### src/design/day_phase_color_ramp_macros.svh
// Assertion macros used by the day phase color ramp top level.
`ifndef DAY_PHASE_COLOR_RAMP_MACROS_SVH
`define DAY_PHASE_COLOR_RAMP_MACROS_SVH

// The consequent must hold in the same cycle as the antecedent.
`define DPCR_ASSERT_NOW(label, ante, cons, msg) \
  label: assert property (@(posedge clk) disable iff (rst) (ante) |-> (cons)) \
    else $error(msg);

// The consequent must hold in the cycle after the antecedent.
`define DPCR_ASSERT_NEXT(label, ante, cons, msg) \
  label: assert property (@(posedge clk) disable iff (rst) (ante) |=> (cons)) \
    else $error(msg);

`endif

### src/design/dpcr_pkg.sv
// Shared types, keyframe tables and codes for the day phase color ramp.
`timescale 1ns / 1ps
package dpcr_pkg;

  localparam int PHASE_BITS = 16;
  localparam int KEY_COUNT  = 8;
  localparam int SEG_COUNT  = KEY_COUNT - 1;
  localparam int SEG_W      = $clog2(KEY_COUNT);
  localparam int CHAN_COUNT = 4;
  localparam int CHAN_W     = $clog2(CHAN_COUNT);
  localparam int FACTOR_W   = 16;
  localparam int RECIP_W    = 21;
  localparam int PROD_W     = FACTOR_W + RECIP_W;
  localparam int STEP_W     = 16;
  localparam int ADDR_W     = 3;
  localparam int DATA_W     = 32;
  localparam int IN_TDATA_W  = 16;
  localparam int OUT_TDATA_W = 48;

  typedef logic [PHASE_BITS-1:0] phase_t;
  typedef logic [7:0]            chan_t;
  typedef logic [RECIP_W-1:0]    recip_t;
  typedef logic [FACTOR_W-1:0]   factor_t;

  // Operation codes carried in the input tuser.
  localparam logic FUNC_TICK = 1'b0;
  localparam logic FUNC_LOAD = 1'b1;

  // Register index taken from the word address.
  localparam logic [ADDR_W-3:0] REG_PHASE_STEP = '0;

  // Shared unit modes.
  localparam logic ALU_FACTOR = 1'b0;
  localparam logic ALU_BLEND  = 1'b1;

  localparam logic [STEP_W-1:0] STEP_RESET  = 16'd66;
  localparam phase_t            PHASE_RESET = phase_t'(1) << (PHASE_BITS - 2);

  // Segment start times: round(k/1000 of a day) in 0.16 format.
  localparam phase_t KEY_TIME [SEG_COUNT] = '{
    16'd0, 16'd13107, 16'd16384, 16'd22938, 16'd42598, 16'd49152, 16'd55706
  };

  // round(2^32 / segment length) for each segment.
  localparam recip_t SEG_RECIP [SEG_COUNT] = '{
    21'd327685, 21'd1310640, 21'd655320, 21'd218462,
    21'd655320, 21'd655320, 21'd436924
  };

  // Keyframe colors as red, green, blue, alpha.
  localparam chan_t KEY_RGBA [KEY_COUNT][CHAN_COUNT] = '{
    '{8'd10,  8'd10,  8'd50, 8'd190},
    '{8'd20,  8'd30,  8'd90, 8'd100},
    '{8'd250, 8'd230, 8'd80, 8'd30},
    '{8'd0,   8'd0,   8'd0,  8'd0},
    '{8'd0,   8'd0,   8'd0,  8'd0},
    '{8'd240, 8'd130, 8'd60, 8'd45},
    '{8'd15,  8'd5,   8'd30, 8'd150},
    '{8'd10,  8'd10,  8'd50, 8'd190}
  };

  typedef struct packed {
    logic    mode;
    factor_t mult;
    recip_t  coef;
    chan_t   lo;
    chan_t   hi;
  } alu_req_t;

endpackage

### src/design/dpcr_regs.sv
// Configuration register file with an APB-style port.
`timescale 1ns / 1ps
module dpcr_regs import dpcr_pkg::*; (
  input  logic              clk,
  input  logic              rst,
  input  logic              psel,
  input  logic              penable,
  input  logic              pwrite,
  input  logic [ADDR_W-1:0] paddr,
  input  logic [DATA_W-1:0] pwdata,
  output logic [DATA_W-1:0] prdata,
  output logic              pready,
  output logic [STEP_W-1:0] phase_step
);

  logic hit;

  assign pready = 1'b1;
  assign hit    = (paddr[ADDR_W-1:2] == REG_PHASE_STEP);
  assign prdata = hit ? DATA_W'(phase_step) : '0;

  always_ff @(posedge clk) begin
    if (rst) begin
      phase_step <= STEP_RESET;
    end else if (psel && penable && pwrite && pready && hit) begin
      phase_step <= pwdata[STEP_W-1:0];
    end
  end

endmodule

### src/design/dpcr_alu.sv
// Shared multiplier unit: forms the segment factor or blends one color channel.
`timescale 1ns / 1ps
module dpcr_alu import dpcr_pkg::*; (
  input  alu_req_t req,
  output factor_t  result
);

  recip_t              coef;
  logic [PROD_W-1:0]   prod;
  logic [PROD_W-1:0]   prod_up;
  logic                rising;

  always_comb begin
    rising  = (req.hi >= req.lo);
    if (req.mode == ALU_BLEND) begin
      coef = rising ? RECIP_W'(req.hi - req.lo) : RECIP_W'(req.lo - req.hi);
    end else begin
      coef = req.coef;
    end
    prod    = PROD_W'(req.mult) * PROD_W'(coef);
    prod_up = prod + PROD_W'(16'hFFFF);

    if (req.mode == ALU_BLEND) begin
      // A falling channel rounds the step up so the result floors overall.
      if (rising) begin
        result = FACTOR_W'(req.lo + prod[23:16]);
      end else begin
        result = FACTOR_W'(req.lo - prod_up[23:16]);
      end
    end else if (|prod[PROD_W-1:PHASE_BITS+FACTOR_W]) begin
      result = '1;
    end else begin
      result = prod[PHASE_BITS+FACTOR_W-1:PHASE_BITS];
    end
  end

endmodule

### src/design/dpcr_core.sv
// Phase register, segment search and the sequencer around the shared unit.
`timescale 1ns / 1ps
module dpcr_core import dpcr_pkg::*; (
  input  logic                   clk,
  input  logic                   rst,
  input  logic [STEP_W-1:0]      phase_step,
  input  logic                   s_tvalid,
  output logic                   s_tready,
  input  logic [IN_TDATA_W-1:0]  s_tdata,
  input  logic                   s_tuser,
  output logic                   m_tvalid,
  input  logic                   m_tready,
  output logic [OUT_TDATA_W-1:0] m_tdata,
  output alu_req_t               alu_req,
  input  factor_t                alu_result
);

  localparam logic [2:0] ST_IDLE   = 3'd0;
  localparam logic [2:0] ST_SEG    = 3'd1;
  localparam logic [2:0] ST_FACTOR = 3'd2;
  localparam logic [2:0] ST_BLEND  = 3'd3;
  localparam logic [2:0] ST_HOLD   = 3'd4;

  logic [2:0]       state;
  logic [2:0]       state_next;
  phase_t           day_phase;
  logic [SEG_W-1:0] seg;
  logic [SEG_W-1:0] seg_up;
  logic [SEG_W-1:0] seg_hit;
  phase_t           seg_offset;
  factor_t          factor;
  logic [CHAN_W-1:0] chan;
  chan_t            color [CHAN_COUNT];
  logic             out_free;

  assign s_tready = (state == ST_IDLE);
  assign out_free = !m_tvalid || m_tready;
  assign seg_up   = seg + 1'b1;

  // Last segment whose start is at or below the phase.
  always_comb begin
    seg_hit = '0;
    for (int k = 1; k < SEG_COUNT; k++) begin
      if (KEY_TIME[k] <= day_phase) seg_hit = SEG_W'(k);
    end
  end

  always_comb begin
    alu_req.mode = (state == ST_BLEND) ? ALU_BLEND : ALU_FACTOR;
    alu_req.mult = (state == ST_BLEND) ? factor : FACTOR_W'(seg_offset);
    alu_req.coef = SEG_RECIP[seg];
    alu_req.lo   = KEY_RGBA[seg][chan];
    alu_req.hi   = KEY_RGBA[seg_up][chan];
  end

  always_comb begin
    state_next = state;
    case (state)
      ST_IDLE:   if (s_tvalid) state_next = ST_SEG;
      ST_SEG:    state_next = ST_FACTOR;
      ST_FACTOR: state_next = ST_BLEND;
      ST_BLEND:  if (chan == CHAN_W'(CHAN_COUNT - 1)) state_next = ST_HOLD;
      ST_HOLD:   if (out_free) state_next = ST_IDLE;
      default:   state_next = ST_IDLE;
    endcase
  end

  always_ff @(posedge clk) begin
    if (rst) begin
      state     <= ST_IDLE;
      day_phase <= PHASE_RESET;
      m_tvalid  <= 1'b0;
      chan      <= '0;
    end else begin
      state <= state_next;
      if (s_tvalid && s_tready) begin
        if (s_tuser == FUNC_LOAD) begin
          day_phase <= s_tdata[PHASE_BITS-1:0];
        end else begin
          day_phase <= day_phase + PHASE_BITS'(phase_step);
        end
      end
      if (state == ST_HOLD && out_free) begin
        m_tvalid <= 1'b1;
      end else if (m_tready) begin
        m_tvalid <= 1'b0;
      end
      if (state == ST_BLEND) begin
        chan <= chan + 1'b1;
      end else begin
        chan <= '0;
      end
    end
  end

  always_ff @(posedge clk) begin
    if (state == ST_SEG) begin
      seg        <= seg_hit;
      seg_offset <= day_phase - KEY_TIME[seg_hit];
    end
    if (state == ST_FACTOR) begin
      factor <= alu_result;
    end
    if (state == ST_BLEND) begin
      color[chan] <= alu_result[7:0];
    end
    if (state == ST_HOLD && out_free) begin
      m_tdata <= {color[3], color[2], color[1], color[0], 16'(day_phase)};
    end
  end

endmodule

### src/design/day_phase_color_ramp.sv
// Top level of the day phase color ramp: phase clock with an RGBA keyframe ramp.
//
// Input stream (s_t*): one word per item. s_tuser is the operation (tick adds
// the configured step to the phase and wraps at one day, load replaces the
// phase with s_tdata). Each accepted word yields exactly one output word on
// m_t* with the new phase and the interpolated red, green, blue and alpha.
// The sequencer runs a segment search, then one pass through the shared
// multiplier for the factor and one per color channel, then the output
// load. s_tready is low while a word is being worked on, so the next word
// is taken only after the sequencer has finished with the last one.
// The result sits in an output register, so s_tready returns while m_tvalid
// is still waiting; if the receiver stalls with that register full, the next
// result waits in the core and s_tready stays low until it moves out.
// Reset (rst, synchronous) sets the phase to a quarter day, the step to 66
// and empties the output. phase_step is written through the APB port at
// byte address 0; the user must do so while the block is idle (not enforced).
`timescale 1ns / 1ps
module day_phase_color_ramp import dpcr_pkg::*; (
  input  logic                   clk,
  input  logic                   rst,
  input  logic                   psel,
  input  logic                   penable,
  input  logic                   pwrite,
  input  logic [ADDR_W-1:0]      paddr,
  input  logic [DATA_W-1:0]      pwdata,
  output logic [DATA_W-1:0]      prdata,
  output logic                   pready,
  input  logic                   s_tvalid,
  output logic                   s_tready,
  input  logic [IN_TDATA_W-1:0]  s_tdata,   // [15:0] new_phase
  input  logic                   s_tuser,   // [0] func
  output logic                   m_tvalid,
  input  logic                   m_tready,
  output logic [OUT_TDATA_W-1:0] m_tdata    // [15:0] phase, [23:16] red,
                                            // [31:24] green, [39:32] blue,
                                            // [47:40] alpha
);

`include "day_phase_color_ramp_macros.svh"

  logic [STEP_W-1:0] phase_step;
  alu_req_t          alu_req;
  factor_t           alu_result;

  dpcr_regs u_regs (
    .clk        (clk),
    .rst        (rst),
    .psel       (psel),
    .penable    (penable),
    .pwrite     (pwrite),
    .paddr      (paddr),
    .pwdata     (pwdata),
    .prdata     (prdata),
    .pready     (pready),
    .phase_step (phase_step)
  );

  dpcr_alu u_alu (
    .req    (alu_req),
    .result (alu_result)
  );

  dpcr_core u_core (
    .clk        (clk),
    .rst        (rst),
    .phase_step (phase_step),
    .s_tvalid   (s_tvalid),
    .s_tready   (s_tready),
    .s_tdata    (s_tdata),
    .s_tuser    (s_tuser),
    .m_tvalid   (m_tvalid),
    .m_tready   (m_tready),
    .m_tdata    (m_tdata),
    .alu_req    (alu_req),
    .alu_result (alu_result)
  );

  `DPCR_ASSERT_NEXT(a_busy_after_accept, s_tvalid && s_tready, !s_tready,
    "input accepted while a word is still in progress")
  `DPCR_ASSERT_NOW(a_ready_on_result, $rose(m_tvalid), s_tready,
    "sequencer not idle when a result was delivered")
  `DPCR_ASSERT_NEXT(a_step_write,
    psel && penable && pwrite && pready && paddr[ADDR_W-1:2] == REG_PHASE_STEP,
    phase_step == $past(pwdata[STEP_W-1:0]),
    "phase step register did not take the written word")

endmodule
### config.mk
export PLATFORM = sky130hd
export DESIGN_NAME = day_phase_color_ramp
export DESIGN_NICKNAME = d
export VERILOG_FILES = /design/src/design/dpcr_pkg.sv /design/src/design/dpcr_regs.sv /design/src/design/dpcr_alu.sv /design/src/design/dpcr_core.sv /design/src/design/day_phase_color_ramp.sv
export VERILOG_INCLUDE_DIRS = /design/src /design/src/design
export SDC_FILE = /design/constraint.sdc
export NUM_CORES = 1
export LEC_CHECK = 0
export BUFFER_PORTS_ARGS = -buffer_cell sky130_fd_sc_hd__buf_2
export CAP_MARGIN = 20
export CORE_ASPECT_RATIO = 1.75
export CORE_MARGIN = 2
export CORE_UTILIZATION = 50
export DETAILED_ROUTE_END_ITERATION = 8
export PLACE_DENSITY = 0.68
export SLEW_MARGIN = 0
export SYNTH_ARGS = -nofsm -noshare
export SYNTH_HDL_FRONTEND = slang
export SYNTH_SLANG_ARGS = --single-unit
### constraint.sdc
create_clock -name clk -period 13.61 [get_ports clk]
set_input_delay 3.4025 -clock clk [delete_from_list [all_inputs] [get_ports clk]]
set_output_delay 3.4025 -clock clk [all_outputs]
set_load 0.01 [all_outputs]
==> metrics.md, run 1 <==
| Metric | Value |
|---|---|
| Outcome | finished clean |
| M3 GR Usage | 0.0313 |
| Commonest non-fill, non-tap cell in the layout | inv_1 |
| Starting Density | 0.504 |
| H-tree levels | 4 |
| CTS clk-pin slew, worst paths | roughly 0.07 ns |
| Syn Inst Count | 2237 |
| Share of cells above drive strength 1 | 0.115 |
| Synth Flop Type | edfxtp_1 |
| Most frequent cells in the layout | 350 x inv_1, 306 x nand2_1, 248 x fa_1 |
| Antenna Nets Post-Route | 0 |
| Sequential area share after synthesis | 0.210 |
| Gr usage total | 0.284 |
| DIE HEIGHT | approximately 270 um |
| Vias in the first global route | about 17000 |
| Die area | about 42000 um2 |
| Top post-synthesis cells by area | fa_1 25%, edfxtp_1 17%, ha_1 12% |
| Wire per inst | about 20 um |
| Final Hold Viols | 0 |
| # diodes | 0 |
| CTS root buf | clkbuf_16 |
| Met1 usage | 0.284 |
| # port buffers | approximately 110 |
| Top cell type by total area after synthesis | fa_1 |
| Hold_ws | 0.413 ns |
| First-pass DRT Iterations | 5 |
| CTS Hold Bufs | 0 |
| Largest net degree at the start of global routing | just under 60 |
| Vias | approximately 16000 |
| Max-Cap Viols | 0 |
| FF-to-FF path depth | 51 |
| Critical Path Max Stage Delay | 0.55 ns |
| Worst setup startpoint | u_core.seg[1]$_DFFE_PP_ |
| Num CTS Buffers | 17 |
| Slew @ Worst Pin | about 1.1 ns |
| DP Area | roughly 21000 um2 |
| Cell Rows | slightly below 100 |
| Initial antenna violation count | 0 |
| Core ar. | between 30000 and 40000 um2 |
| F_max | 76.6 MHz |
| Netlist area before placement | 20100 um2 |
| Routed wire length | approximately 58 mm |
| Design Area, Final | around 22000 um2 |
| Crit-path max FO | 13 |
| Cell depth of the worst hold path | 0 |
| Fin util | 0.554 |
| Final Max Slew Viols | 0 |
| Crit path top cell by count | fa_1 |
| Avg Vias per Cell | about 5.7 |
| Final setup vio count | 0 |
| Setup Skew | 0.0113 ns |
| CTS tree | done |
| CTS max path bufs | 2 |
| DRC | 0 |
| Yosys top cell area share | 0.249 |
| Minimum clock period | 13.05 ns |
| CP endpoint kind | flop |
| Crit start category | flop |
| GR peak layer | met2 |
| Flops & latches, synth | 153 |
| CP arrival | roughly 13 ns |
| Global routing usage on met2 | 0.551 |
| HP Start | u_core.color[2][7]$_DFFE_PP_ |
| GPL Wtd Cong | 0.990 |
| Critical Path RT | around 14 ns |
| Fraction of registers with async set/reset | 0 |
| Clk Latency, worst-skew pair | 0.44 ns |
| Initial DRC count | a little over 800 |
| CP Class | reg -> reg |
| Detailed Place HPWL | slightly below 50 mm |
| Min-delay worst type | reg -> reg |
| Final #Nets | 2856 |
| Cell with the largest stage delay on the worst path | fa_1 |
| Post-synthesis average cell area | ~9.0 um2 |
| I/O Pins | ~140 |
| Slew headroom | 0.291 |
| CTS sink cnt | roughly 150 |
| Area grow syn2layout | 9.81% |
| Fin crit share | 0.959 |
| RR Startpoint | u_core.seg[1]$_DFFE_PP_ |
| Yosys warns | 0 |
| GR Overflow Total | 0 |
| Fill cell count | 3579 |
| First-pass GRT wire length | slightly above 90 mm |
| Number of synthesized flops with an enable pin | approximately 120 |
| Number of library cell types mapped by synthesis | 89 |
| Die X | between 150 and 200 um |
[registers in the layout, summed over array words and instances, names as in the netlist]
| signal | cells |
|---|---|
| u_core.m_tdata | 16 |
| m_tdata | 32 |
| u_core.factor | 16 |
| u_core.m_tvalid | 1 |
| u_core.color | 32 |
| u_core.seg_offset | 16 |
| u_core.state | 3 |
| u_core.seg | 3 |
| u_core.day_phase | 16 |
| u_regs.phase_step | 16 |
| u_core.chan | 2 |
[final cells by class]
cell class,instances,area (um2),share of cell area
Clock buffer,17,425,0.0193
Sequential cell,153,4210,0.191
Clock inverter,15,176,0.00801
Tap cell,495,619,0.0281
Inverter,352,1320,0.0600
Multi-Input combinational cell,1656,14200,0.643
Timing Repair Buffer,182,1100,0.0501
[metal layers]
layer / up-vias / part of all wire / wire length (um)
li1: 7583 / - / -
met1: 8033 / 0.33 / 19200
met2: 569 / 0.55 / 31800
met3: 228 / 0.042 / 2400
met4: 0 / 0.073 / 4180
met5: - / 0 / 0
[synthesized netlist by cell type, types with 11 or more instances]
cell type / number
inv_1: 350
nand2_1: 306
fa_1: 250
nor2_1: 215
ha_1: 185
edfxtp_1: 115
a21oi_1: 112
o21ai_0: 67
xnor2_1: 49
clkbuf_1: 42
nor2b_1: 40
dfxtp_1: 38
nor3_1: 36
mux2i_1: 34
nand3_1: 34
buf_4: 24
a21o_1: 18
and3_1: 18
a211oi_1: 17
o21a_1: 17
and2_1: 15
a31oi_1: 14
xor2_1: 14
a41oi_1: 13
o211ai_1: 12
or2_2: 12
buf_2: 11
[critical path: cells and delay by family (launching register included)]
family	cells	cell delay, ns
fa+ha+maj	12	5.05
compound gates	17	3.79
simple gates	10	2.07
buf+inv	10	1.04
flops	1	0.51
mux	1	0.31
xor+xnor	1	0.13
[cell families after synthesis]
logic type               after synthesis  synth area share
AO/OA/AOI/OAI                        361             0.120
XOR/XNOR                              63            0.0275
adder cells (fa/ha/maj)              435             0.365
buffers and inverters                443            0.0899
flip-flops                           153             0.210
multiplexers                          42            0.0226
other                                  2          0.000374
AND/OR/NAND/NOR                      738             0.165
[repair_timing]
| action | in CTS | in global routing |
|---|---|---|
| setup buffers | 0 | 5 |
| resized for setup | 0 | 12 |
| endpoints found under the setup margin | 0 | 18 |
[path summary, 6_finish.rpt]
path                           endpoint  slack (ns)
max          u_core.factor[8]$_DFFE_PP_        0.56
min               m_tdata[39]$_DFFE_PP_        0.41
max reg2reg  u_core.factor[8]$_DFFE_PP_        0.56
min reg2reg       m_tdata[39]$_DFFE_PP_        0.41
[through the flow]
stage | setup TNS, ns | setup WS [ns] | instances
2_1_floorplan | 0 | 1.05 | 2252
3_3_place_gp | 0 | 0.315 | 2832
3_5_place_dp | 0 | 0.265 | 2833
4_1_cts | 0 | 0.194 | 2865
5_1_grt | -0.000750 | -0.000750 | 2870
6_report | 0 | 0.559 | 2870
Power of run 1 is left out: the tool's default activity adds up to more than one toggle a clock period on the data nets, which glitch-free logic cannot reach.
==> inputs of run 2 (changes only) <==
--- a/config.mk
+++ b/config.mk
@@ -8,7 +8,6 @@
 export LEC_CHECK = 0
 export BUFFER_PORTS_ARGS = -buffer_cell sky130_fd_sc_hd__buf_2
 export CAP_MARGIN = 20
-export CORE_ASPECT_RATIO = 1.75
 export CORE_MARGIN = 2
 export CORE_UTILIZATION = 50
 export DETAILED_ROUTE_END_ITERATION = 8
==> run 2 against run 1 <==
Against the previous run:
- worst hold slack gained 0.0029 ns
- wire length shrank 2.8%
- critical path depth shrank 2
- clock skew grew 0.0013 ns
- register-to-register slack gained 0.09 ns
- sequential share of layout area is essentially flat
- largest cell class unchanged
- highest routed layer unchanged
==> metrics.md, run 2 (same netlist as run 1, synthesis figures left out) <==
| Metric | Value |
|---|---|
| Outcome | finished clean |
| Slew headroom | 0.344 |
| I/O Pins | 142 |
| Design Area, Final | roughly 22000 um2 |
| Cell Rows | 73 |
| DRC | 0 |
| Final setup vio count | 0 |
| Detailed Place HPWL | approximately 45 mm |
| Vias | 16296 |
| Initial antenna violation count | 0 |
| Core ar. | roughly 40000 um2 |
| CTS sink cnt | 153 |
| # port buffers | between 100 and 150 |
| CP endpoint kind | flop |
| Area grow syn2layout | 9.84% |
| Final setup margin | between 0.6 and 0.7 ns |
| # diodes | 0 |
| Max-Cap Viols | 0 |
| Most frequent cells in the layout | 350 x inv_1, 306 x nand2_1, 250 x fa_1 |
| Cell with the largest stage delay on the worst path | fa_1 |
| CTS Hold Bufs | 0 |
| Die X | a little over 200 um |
| Crit-path max FO | 10 |
| GPL Wtd Cong | 0.983 |
| Final #Nets | roughly 2900 |
| Num CTS Buffers | 17 |
| CTS clk-pin slew, worst paths | approximately 0.070 ns |
| Total Neg Setup Slack | 0 ns |
| Setup Skew | 0.0126 ns |
| CTS max path bufs | 2 |
| Critical Path Max Stage Delay | about 0.58 ns |
| Critical Path RT | 13.89 ns |
| DIE HEIGHT | 204 um |
| Gr usage total | 0.276 |
| Biggest registers after layout | m_tdata x32, u_core.color x32 |
| Avg Vias per Cell | 5.62 |
| Routed wire length | 55.9 mm |
| Final Hold Viols | 0 |
| CTS root buf | clkbuf_16 |
| Final Max Slew Viols | 0 |
| F_max | 77.1 MHz |
| Starting Density | 0.506 |
| First-pass DRT Iterations | 6 |
| GR Overflow Total | 0 |
| Initial DRC count | 1027 |
| DP Worst Slack | between 0.2 and 0.25 ns |
| First-pass GRT wire length | roughly 89 mm |
| DP Area | approximately 21000 um2 |
| Largest net degree at the start of global routing | around 50 |
| Crit path top cell by count | fa_1 |
| Fin crit share | 0.953 |
| CP arrival | 13.25 ns |
| Min-delay worst type | reg -> reg |
| Vias in the first global route | between 15000 and 20000 |
| H-tree levels | 4 |
| Antenna Nets Post-Route | 0 |
| CP Class | reg -> reg |
| Commonest non-fill, non-tap cell in the layout | inv_1 |
| Slew @ Worst Pin | between 0.9 and 1 ns |
| Wire per inst | roughly 19 um |
| Die area | ~42000 um2 |
| Share of cells above drive strength 1 | 0.114 |
| Minimum clock period | between 10 and 15 ns |
| Crit start category | flop |
| CTS tree | done |
| RSZ-0062 raised after global routing | no |
| Clk Latency, worst-skew pair | around 0.44 ns |
run 2: cell types whose count changed in the layout (fill, tap and decap cells not counted), sizes merged:
cell	change
buf	-1
clkbuf	+1
clkinv	-4
clkinvlp	+2
bufinv	+1
run 2: repair_timing:
item                       4_1_cts  5_1_grt
gates resized for setup          0       11
setup endpoints to repair        0       33
setup buffers                    0        6
run 2: area by class of cell:
cell class | count | area [um2]
multi-input cells | 1656 | 14200
inverters | 352 | 1320
fillers | 3639 | 17600
flip-flops and latches | 153 | 4210
clock inverters | 14 | 138
repair buffers | 181 | 1110
clock buffers | 18 | 429
well taps | 525 | 657
run 2: final timing paths:
check                                from  cells past startpoint  slack (ns)                         end
max reg2reg       u_core.seg[1]$_DFFE_PP_                     49        0.64  u_core.factor[8]$_DFFE_PP_
min reg2reg  u_core.color[2][1]$_DFFE_PP_                      0        0.42       m_tdata[33]$_DFFE_PP_
max               u_core.seg[1]$_DFFE_PP_                     49        0.64  u_core.factor[8]$_DFFE_PP_
min          u_core.color[2][1]$_DFFE_PP_                      0        0.42       m_tdata[33]$_DFFE_PP_
run 2: routing by layer:
metal,routed length (um),part of all wire,global-route usage
met1,23200,0.42,0.353
met2,27300,0.49,0.467
met3,3370,0.060,0.0440
met4,1970,0.035,0.108
met5,0,0,0
run 2: per-stage QoR:
stage,utilization,std cells,hold WS (ns)
5_1_grt,0.556,2899,0.422
4_1_cts,0.554,2893,0.417
3_3_place_gp,0.540,2861,0.402
3_5_place_dp,0.540,2861,0.405
2_1_floorplan,-,2252,0.400
6_report,0.556,2899,0.416
run 2: worst max-delay path: cells and delay by family, from the launching register on:
| kind | cells | cell delay (ns) |
|---|---|---|
| flops | 1 | 0.47 |
| buf+inv | 7 | 0.65 |
| fa+ha+maj | 12 | 5.07 |
| mux | 1 | 0.25 |
| simple gates | 11 | 2.22 |
| compound gates | 18 | 4.13 |
Power of run 2 is left out for the same reason.
==> inputs of run 3 (changes only) <==
--- a/config.mk
+++ b/config.mk
@@ -8,10 +8,12 @@
 export LEC_CHECK = 0
 export BUFFER_PORTS_ARGS = -buffer_cell sky130_fd_sc_hd__buf_2
 export CAP_MARGIN = 20
+export CELL_PAD_IN_SITES_DETAIL_PLACEMENT = 1
+export CELL_PAD_IN_SITES_GLOBAL_PLACEMENT = 2
 export CORE_MARGIN = 2
-export CORE_UTILIZATION = 50
+export CORE_UTILIZATION = 40
 export DETAILED_ROUTE_END_ITERATION = 8
-export PLACE_DENSITY = 0.68
+export PLACE_DENSITY_LB_ADDON = 0.1
 export SLEW_MARGIN = 0
 export SYNTH_ARGS = -nofsm -noshare
 export SYNTH_HDL_FRONTEND = slang
==> run 3 against run 2 <==
Against the previous run:
- count of clock-buffer cells in the layout decreased by 1
- core utilization decreased by 11 points
- global-route usage decreased by 2.6 points
- flip-flop and latch count unchanged
- fmax increased by 0.43%
- non-clock buffer count decreased by 4
- worst hold slack improved by 0.0057 ns
- wire length increased by 14%
- via count decreased by 1.0%
- setup slack improved by 0.055 ns
- cell area increased by 1.1%
- critical path depth decreased by 1
- critical endpoint unchanged
==> metrics.md, run 3 (same netlist as run 1, synthesis figures left out) <==
| Metric | Value |
|---|---|
| Outcome | finished clean |
| CP bufs+invs | 7 |
| Antenna Nets Post-Route | 0 |
| Critical Path Max Stage Delay | about 0.62 ns |
| Final Max Slew Viols | 0 |
| FF-to-FF path depth | 48 |
| Minimum clock period | between 10 and 15 ns |
| R2R Path End | u_core.factor[8]$_DFFE_PP_ |
| Cell with the largest stage delay on the worst path | fa_1 |
| Gr usage total | 0.249 |
| DIE HEIGHT | 228 um |
| Fin crit share | 0.949 |
| CTS max path bufs | 2 |
| Num CTS Buffers | 17 |
| Detailed Place HPWL | 53.1 mm |
| Commonest non-fill, non-tap cell in the layout | inv_1 |
| R2R Setup Slk | approximately 0.70 ns |
| CP endpoint kind | flop |
| I/O Pins | about 140 |
| Setup Skew | 0.0122 ns |
| Crit-path max FO | 13 |
| # diodes | 0 |
| Design Area, Final | between 20000 and 25000 um2 |
| Share of cells above drive strength 1 | 0.117 |
| CP top delay family | adder cells |
| Clk Latency, worst-skew pair | roughly 0.45 ns |
| Slew @ Worst Pin | about 1.1 ns |
| First-pass GRT wire length | a little over 100 mm |
| Die X | 228 um |
| Slew headroom | 0.290 |
| Vias | around 16000 |
| Routed wire length | roughly 64 mm |
| Cell Rows | 82 |
| Largest net degree at the start of global routing | a little under 60 |
| GPL Wtd Cong | 0.898 |
| Area grow syn2layout | 11.0% |
| Initial antenna violation count | 1 |
| Avg Vias per Cell | 5.30 |
| CTS root buf | clkbuf_16 |
| Final #Nets | roughly 2900 |
| DP Area | about 22000 um2 |
| Worst setup startpoint | u_core.seg[0]$_DFFE_PP_ |
| Critical Path RT | around 14 ns |
| Wire per inst | roughly 21 um |
| RSZ-0062 raised after global routing | no |
| CP Class | reg -> reg |
| Final setup margin | 0.699 ns |
| DRC | 0 |
| Hold_ws | around 0.42 ns |
| CTS clk-pin slew, worst paths | ~0.080 ns |
| RR Startpoint | u_core.seg[0]$_DFFE_PP_ |
| Most frequent cells in the layout | 350 x inv_1, 306 x nand2_1, 249 x fa_1 |
| Biggest registers after layout | m_tdata x32, u_core.color x32 |
| CP endpoint | u_core.factor[8]$_DFFE_PP_ |
| Initial DRC count | approximately 900 |
| F_max | ~77 MHz |
| CP Depth | 48 |
| GR Overflow Total | 0 |
| CTS tree | done |
| DP Worst Slack | -0.226 ns |
| H-tree levels | 4 |
| Die area | between 50000 and 60000 um2 |
| Min-delay worst type | reg -> reg |
| Core ar. | approximately 50000 um2 |
| First-pass DRT Iterations | 5 |
| Vias in the first global route | 17492 |
| CTS Hold Bufs | 0 |
| Max-Cap Viols | 0 |
| Postcts setup bufs | 0 |
| Total Neg Setup Slack | 0 ns |
| CTS sink cnt | 153 |
| CP arrival | roughly 13 ns |
| # port buffers | roughly 110 |
| Final setup vio count | 0 |
| Final Hold Viols | 0 |
| Starting Density | 0.402 |
| Crit start category | flop |
| Crit path top cell by count | fa_1 |
## run 3: cell types whose count changed in the layout (fill, tap and decap cells not counted), moves of 2 or more
cell	previous run	this run
ha_1	184	182
inv_6	6	1
clkinv_4	1	4
inv_8	1	5
clkinvlp_4	4	0
nor3_1	36	34
clkinv_8	0	5
ha_2	1	3
buf_4	74	71
## run 3: worst min-delay path by stage
stage / startpoint / to / slack, ns / depth (start not counted)
after floorplan: u_core.color[0][0]$_DFFE_PP_ / m_tdata[16]$_DFFE_PP_ / 0.40 / 0
after global placement: u_core.color[0][0]$_DFFE_PP_ / m_tdata[16]$_DFFE_PP_ / 0.40 / 0
after detailed placement: u_core.color[1][7]$_DFFE_PP_ / m_tdata[31]$_DFFE_PP_ / 0.41 / 0
after CTS: u_core.color[3][1]$_DFFE_PP_ / m_tdata[41]$_DFFE_PP_ / 0.42 / 0
after global routing: u_core.color[3][1]$_DFFE_PP_ / m_tdata[41]$_DFFE_PP_ / 0.42 / 0
final: u_core.color[1][3]$_DFFE_PP_ / m_tdata[27]$_DFFE_PP_ / 0.42 / 0
## run 3: final cells by class
cell class              instances  area (um2)
clock buffers                  17         425
clock inverters                15         181
fillers                      5911       27600
inverters                     352        1320
multi-input cells            1656       14200
flip-flops and latches        153        4210
well taps                     672         841
repair buffers                177        1060
## run 3: repair_timing
item                       in CTS  in global routing
pin swaps                       0                  5
setup endpoints to repair      18                 28
gates resized for setup         3                 21
## run 3: layer usage
metal  global-route usage  part of all wire  wire (um)
met4               0.0692             0.023       1490
met2                0.431              0.49      31400
met1                0.334              0.46      29000
met3               0.0221             0.027       1730
met5                    0           0.00017         11
## run 3: worst reg2reg max path: cells and delay by family, from the launching register on
kind	cells	cell delay [ns]
mux	3	0.78
buf+inv	7	0.67
fa+ha+maj	12	5.18
compound gates	16	3.64
simple gates	10	2.09
flops	1	0.40
## run 3: through the flow
step                      std cells   util
after detailed placement       3010  0.433
after global placement         3010  0.433
final                          3042  0.447
after CTS                      3042  0.445
after floorplan                2252      -
after global routing           3042  0.447
Power of run 3 is left out for the same reason.
